File: config.mk
export PLATFORM = sky130hd
export DESIGN_NAME = aerl_ram
export DESIGN_NICKNAME = d
export VERILOG_FILES = /design/src/sv/aerl_ram.sv
export SDC_FILE = /design/constraint.sdc
export NUM_CORES = 1
export LEC_CHECK = 0
export CAP_MARGIN = 10
export CORE_MARGIN = 2
export CORE_UTILIZATION = 25
export DETAILED_ROUTE_END_ITERATION = 7
export DONT_BUFFER_PORTS = 1
export GPL_ROUTABILITY_DRIVEN = 0
export PLACE_DENSITY = 0.41
export REMOVE_ABC_BUFFERS = 1
export SLEW_MARGIN = 40
export SYNTH_ARGS = -nofsm -noshare
export SYNTH_HDL_FRONTEND = slang
export SYNTH_SLANG_ARGS = --single-unit
export TNS_END_PERCENT = 100
File: constraint.sdc
create_clock -name clk_i -period 1.3 [get_ports clk_i]
set_clock_uncertainty 0.15 [all_clocks]
set_input_delay 0.26 -clock clk_i [delete_from_list [all_inputs] [get_ports clk_i]]
set_output_delay 0.26 -clock clk_i [all_outputs]
set_load 0.1 [all_outputs]
File: src/sv/aerl_ram.sv
// ============================================================================
// aerl_ram
// Simple dual-port synchronous RAM: one write port and one read port with a
// registered read data output, valid in the cycle after the read enable.
// ============================================================================
module aerl_ram #(
  parameter int unsigned WIDTH = 8,
  parameter int unsigned DEPTH = 2,
  localparam int unsigned AW   = $clog2(DEPTH)
) (
  input  logic             clk_i,
  input  logic             wr_en_i,
  input  logic [AW-1:0]    wr_addr_i,
  input  logic [WIDTH-1:0] wr_data_i,
  input  logic             rd_en_i,
  input  logic [AW-1:0]    rd_addr_i,
  output logic [WIDTH-1:0] rd_data_o
);

  logic [WIDTH-1:0] mem_q [DEPTH];
  logic [WIDTH-1:0] rd_data_q;

  always_ff @(posedge clk_i) begin
    if (wr_en_i) begin
      mem_q[wr_addr_i] <= wr_data_i;
    end
  end

  always_ff @(posedge clk_i) begin
    if (rd_en_i) begin
      rd_data_q <= mem_q[rd_addr_i];
    end
  end

  assign rd_data_o = rd_data_q;

endmodule

==> impl_metrics.py <==
metrics = {
    "run_status": {
        "outcome": "finished with violations",
        "failed_checks": "setup timing",
    },
    "clocking": {
        "htreeDepth": 1,
        "postCtsResizedCells": 0,
        "cts_sinks": 24,
        "clockRootBuffer": "clkbuf_4",
        "clk-insertion-delay-late_ns": 0.31,
        "path_clk_slew_ns": 0.13,
        "clockBufferDepth": 2,
        "cts_buffers": 3,
        "cts_setup_buffers": 0,
        "cts_tree": "built",
    },
    "routing": {
        "wl_met1_microns": 431,
        "ant_nets": 0,
        "top_layer": "met4",
        "drc": 0,
        "vias": 389,
        "dr_wl_met2_microns": 663,
        "drt-initial-drc-count": 9,
        "firstDrtPassIters": 3,
        "wl_met3_microns": 85,
        "vias_per_cell": 3.777,
        "routed_wl_microns": 1217,
        "wl_per_cell_microns": 11.82,
    },
    "power": {
        "powerDensity_nw_per_um2": 1292,
        "p_leak_nw": 0.4364,
        "switchingPower_w": 0.0004061,
        "p_sw_share_pct": 26.10,
        "ir_drop_mv": 0.3445,
        "seqPwrFrac_pct": 60.3,
        "p_clk_share_pct": 20.9,
        "comb_power_share_pct": 18.9,
        "internal_power_w": 0.001150,
        "p_total_w": 0.001556,
    },
    "worst_setup_path": {
        "r2r-end": "rd_data_o[2]",
        "critPathRequiredTime_ns": 1.23,
        "cp_cell_sequence": "dlygate4sd3_1 -> mux2_4",
        "crit_buf_inv": 1,
        "critical-path-top-delay-family": "buffers and inverters",
        "slowest_stage": "dlygate4sd3_1",
        "cpPeakStageDelay_ns": 0.73,
        "worstSetupPathType": "in -> reg",
        "arrival_ns": 1.33,
        "rrSetupSlack_ns": 0.25,
        "cp-start-kind": "primary input",
        "rr_worst_depth": 1,
        "end_kind": "flop",
        "rr_startpoint": "mem_q[0][2]",
        "cp_max_fo": 5,
    },
    "synthesis": {
        "synth_cell_types": 5,
        "yosys.area.top_type": "edfxtp_1",
        "synthSimpleGateAreaFrac_pct": 1.447,
        "synth_top_area_share_pct": 83.36,
        "ys_seq_elements": 24,
        "syn_inst": 35,
        "syn_area_sq_um": 864.6,
        "synth_xor_area_share_pct": 0,
        "synth.mux.area_fraction_pct": 13.89,
        "synth.area.top_cells": "edfxtp_1, mux2_4, buf_6",
        "synth_top_family_by_area": "multiplexers",
        "avgSynthCellArea_sq_um": 24.70,
        "seq_area_frac_synth_pct": 83.36,
        "synth_warnings": 0,
        "synth-compound-area-share_pct": 0,
        "synthAdderAreaFrac_pct": 0,
    },
    "placed_design": {
        "place_ws_ns": 0.2164,
        "port_buffers": 0,
        "postPlaceCellArea_sq_um": 1079,
    },
    "grt": {
        "grt_max_degree": 14,
        "grt_pass1_wl_microns": 1863,
        "grt_pass1_vias": 433,
        "antenna_found_initial": 0,
        "grtUsageTotal_pct": 6.366,
        "grt_overflow": 0,
    },
    "hold_path": {
        "hold_end": "rd_data_o[3]",
        "hold_class": "in -> reg",
        "hold_depth": 1,
        "worstHoldStart": "rd_addr_i",
    },
    "finish": {
        "layout-drive-gt1-share_pct": 35.09,
        "fin_nets": 71,
        "antenna_cells": 0,
        "fin_util_pct": 36.11,
        "area_growth_pct": 39.36,
        "design_area_sq_um": 1205,
    },
    "floorplan": {
        "initial_core_util_pct": 25.91,
        "floorplan.die_area_sq_um": 3944,
        "fp-row-count": 21,
        "io_pins": 21,
        "die_h_microns": 62.81,
        "die_width_microns": 62.81,
        "coreArea_sq_um": 3337,
    },
    "timing": {
        "finalHoldViolations": 0,
        "finalMaxSlewViolations": 0,
        "tightest_slew_ns": 0.3749,
        "fmax_mhz": 715.1,
        "fin_crit_sh_pct": 107.6,
        "fin_ws_ns": -0.09842,
        "rsz0062_at_grt": "true",
        "relSlewSlack_pct": 74.92,
        "setup_viol": 13,
        "setup_tns_ns": -0.7927,
        "fin_crit_ns": 1.398,
    },
    "run": {
        "cap_violations": 0,
    },
}
==> synthesized netlist by cell type <==
| cell | number |
|---|---|
| edfxtp_1 | 24 |
| mux2_4 | 8 |
| and2_1 | 1 |
| buf_6 | 1 |
| nor2b_1 | 1 |
==> sequential cells by signal, indices dropped and copies added (netlist names) <==
name,count
mem_q,16
rd_data_o,8
==> worst max-delay path by stage <==
stage	from	end	slack, ns	cells past startpoint
global placement	wr_addr_i	mem_q[1][6]	0.25	1
global route	rd_data_o[2]	rd_data_o[2]	-0.10	1
CTS	rd_data_o[4]	rd_data_o[4]	-0.07	1
floorplan	rd_data_o[0]	rd_data_o[0]	-0.01	0
detailed placement	wr_addr_i	mem_q[1][7]	0.22	1
finish	rd_addr_i	rd_data_o[2]	-0.1	2
==> stage by stage <==
step / hold WS (ns) / instances
4_1_cts: 0.01435 / 102
2_1_floorplan: 0.2089 / 34
3_3_place_gp: 0.2090 / 89
3_5_place_dp: 0.2090 / 89
6_report: 0.02683 / 103
5_1_grt: 0.001893 / 103
==> final cells by class <==
class | instances | area, sq um
clock buffers | 3 | 22.52
clock inverters | 1 | 3.754
fillers | 329 | 2132
multi-input cells | 10 | 132.6
flip-flops and latches | 24 | 720.7
well taps | 46 | 57.56
repair buffers | 19 | 267.8
==> cells in the final DEF, fill, tap and decap left out <==
cell / instances
and2_1: 1
buf_12: 8
buf_4: 1
clkbuf_4: 3
clkinv_1: 1
dlygate4sd3_1: 10
edfxtp_1: 24
mux2_4: 8
nor2b_1: 1
==> repair_timing <==
action | CTS | global route
endpoints found under the setup margin | 8 | 8
hold endpoints to repair | 24 | 5
pin swaps | 0 | 0
hold buffers | 9 | 1
==> layer usage <==
| metal | track usage [%] | vias to the layer above |
|---|---|---|
| li1 | - | 179 |
| met1 | 5.343 | 190 |
| met2 | 11.16 | 16 |
| met3 | 2.703 | 4 |
| met4 | 5.833 | 0 |
| met5 | 0 | - |
==> cells by family (layout without fill, tap and decap cells) <==
logic type | after synthesis | after routing
muxes | 8 | 8
and+or+nand+nor | 2 | 2
DFF | 24 | 24
buffers and inverters | 1 | 23
==> power by group through the flow <==
| stage | clock network, W | registers, W | logic [W] |
|---|---|---|---|
| 6_report | 0.000325 | 0.000938 | 0.000294 |
| 3_3_place_gp | 0 | 0.000954 | 0.000257 |
| 4_1_cts | 0.000325 | 0.000939 | 0.000289 |
| 3_5_place_dp | 0 | 0.000958 | 0.000259 |
| 2_1_floorplan | 0 | 0.00108 | 0.0000449 |
| 5_1_grt | 0.000373 | 0.000943 | 0.000301 |
Note: power is estimated with default switching activity, not from simulation.
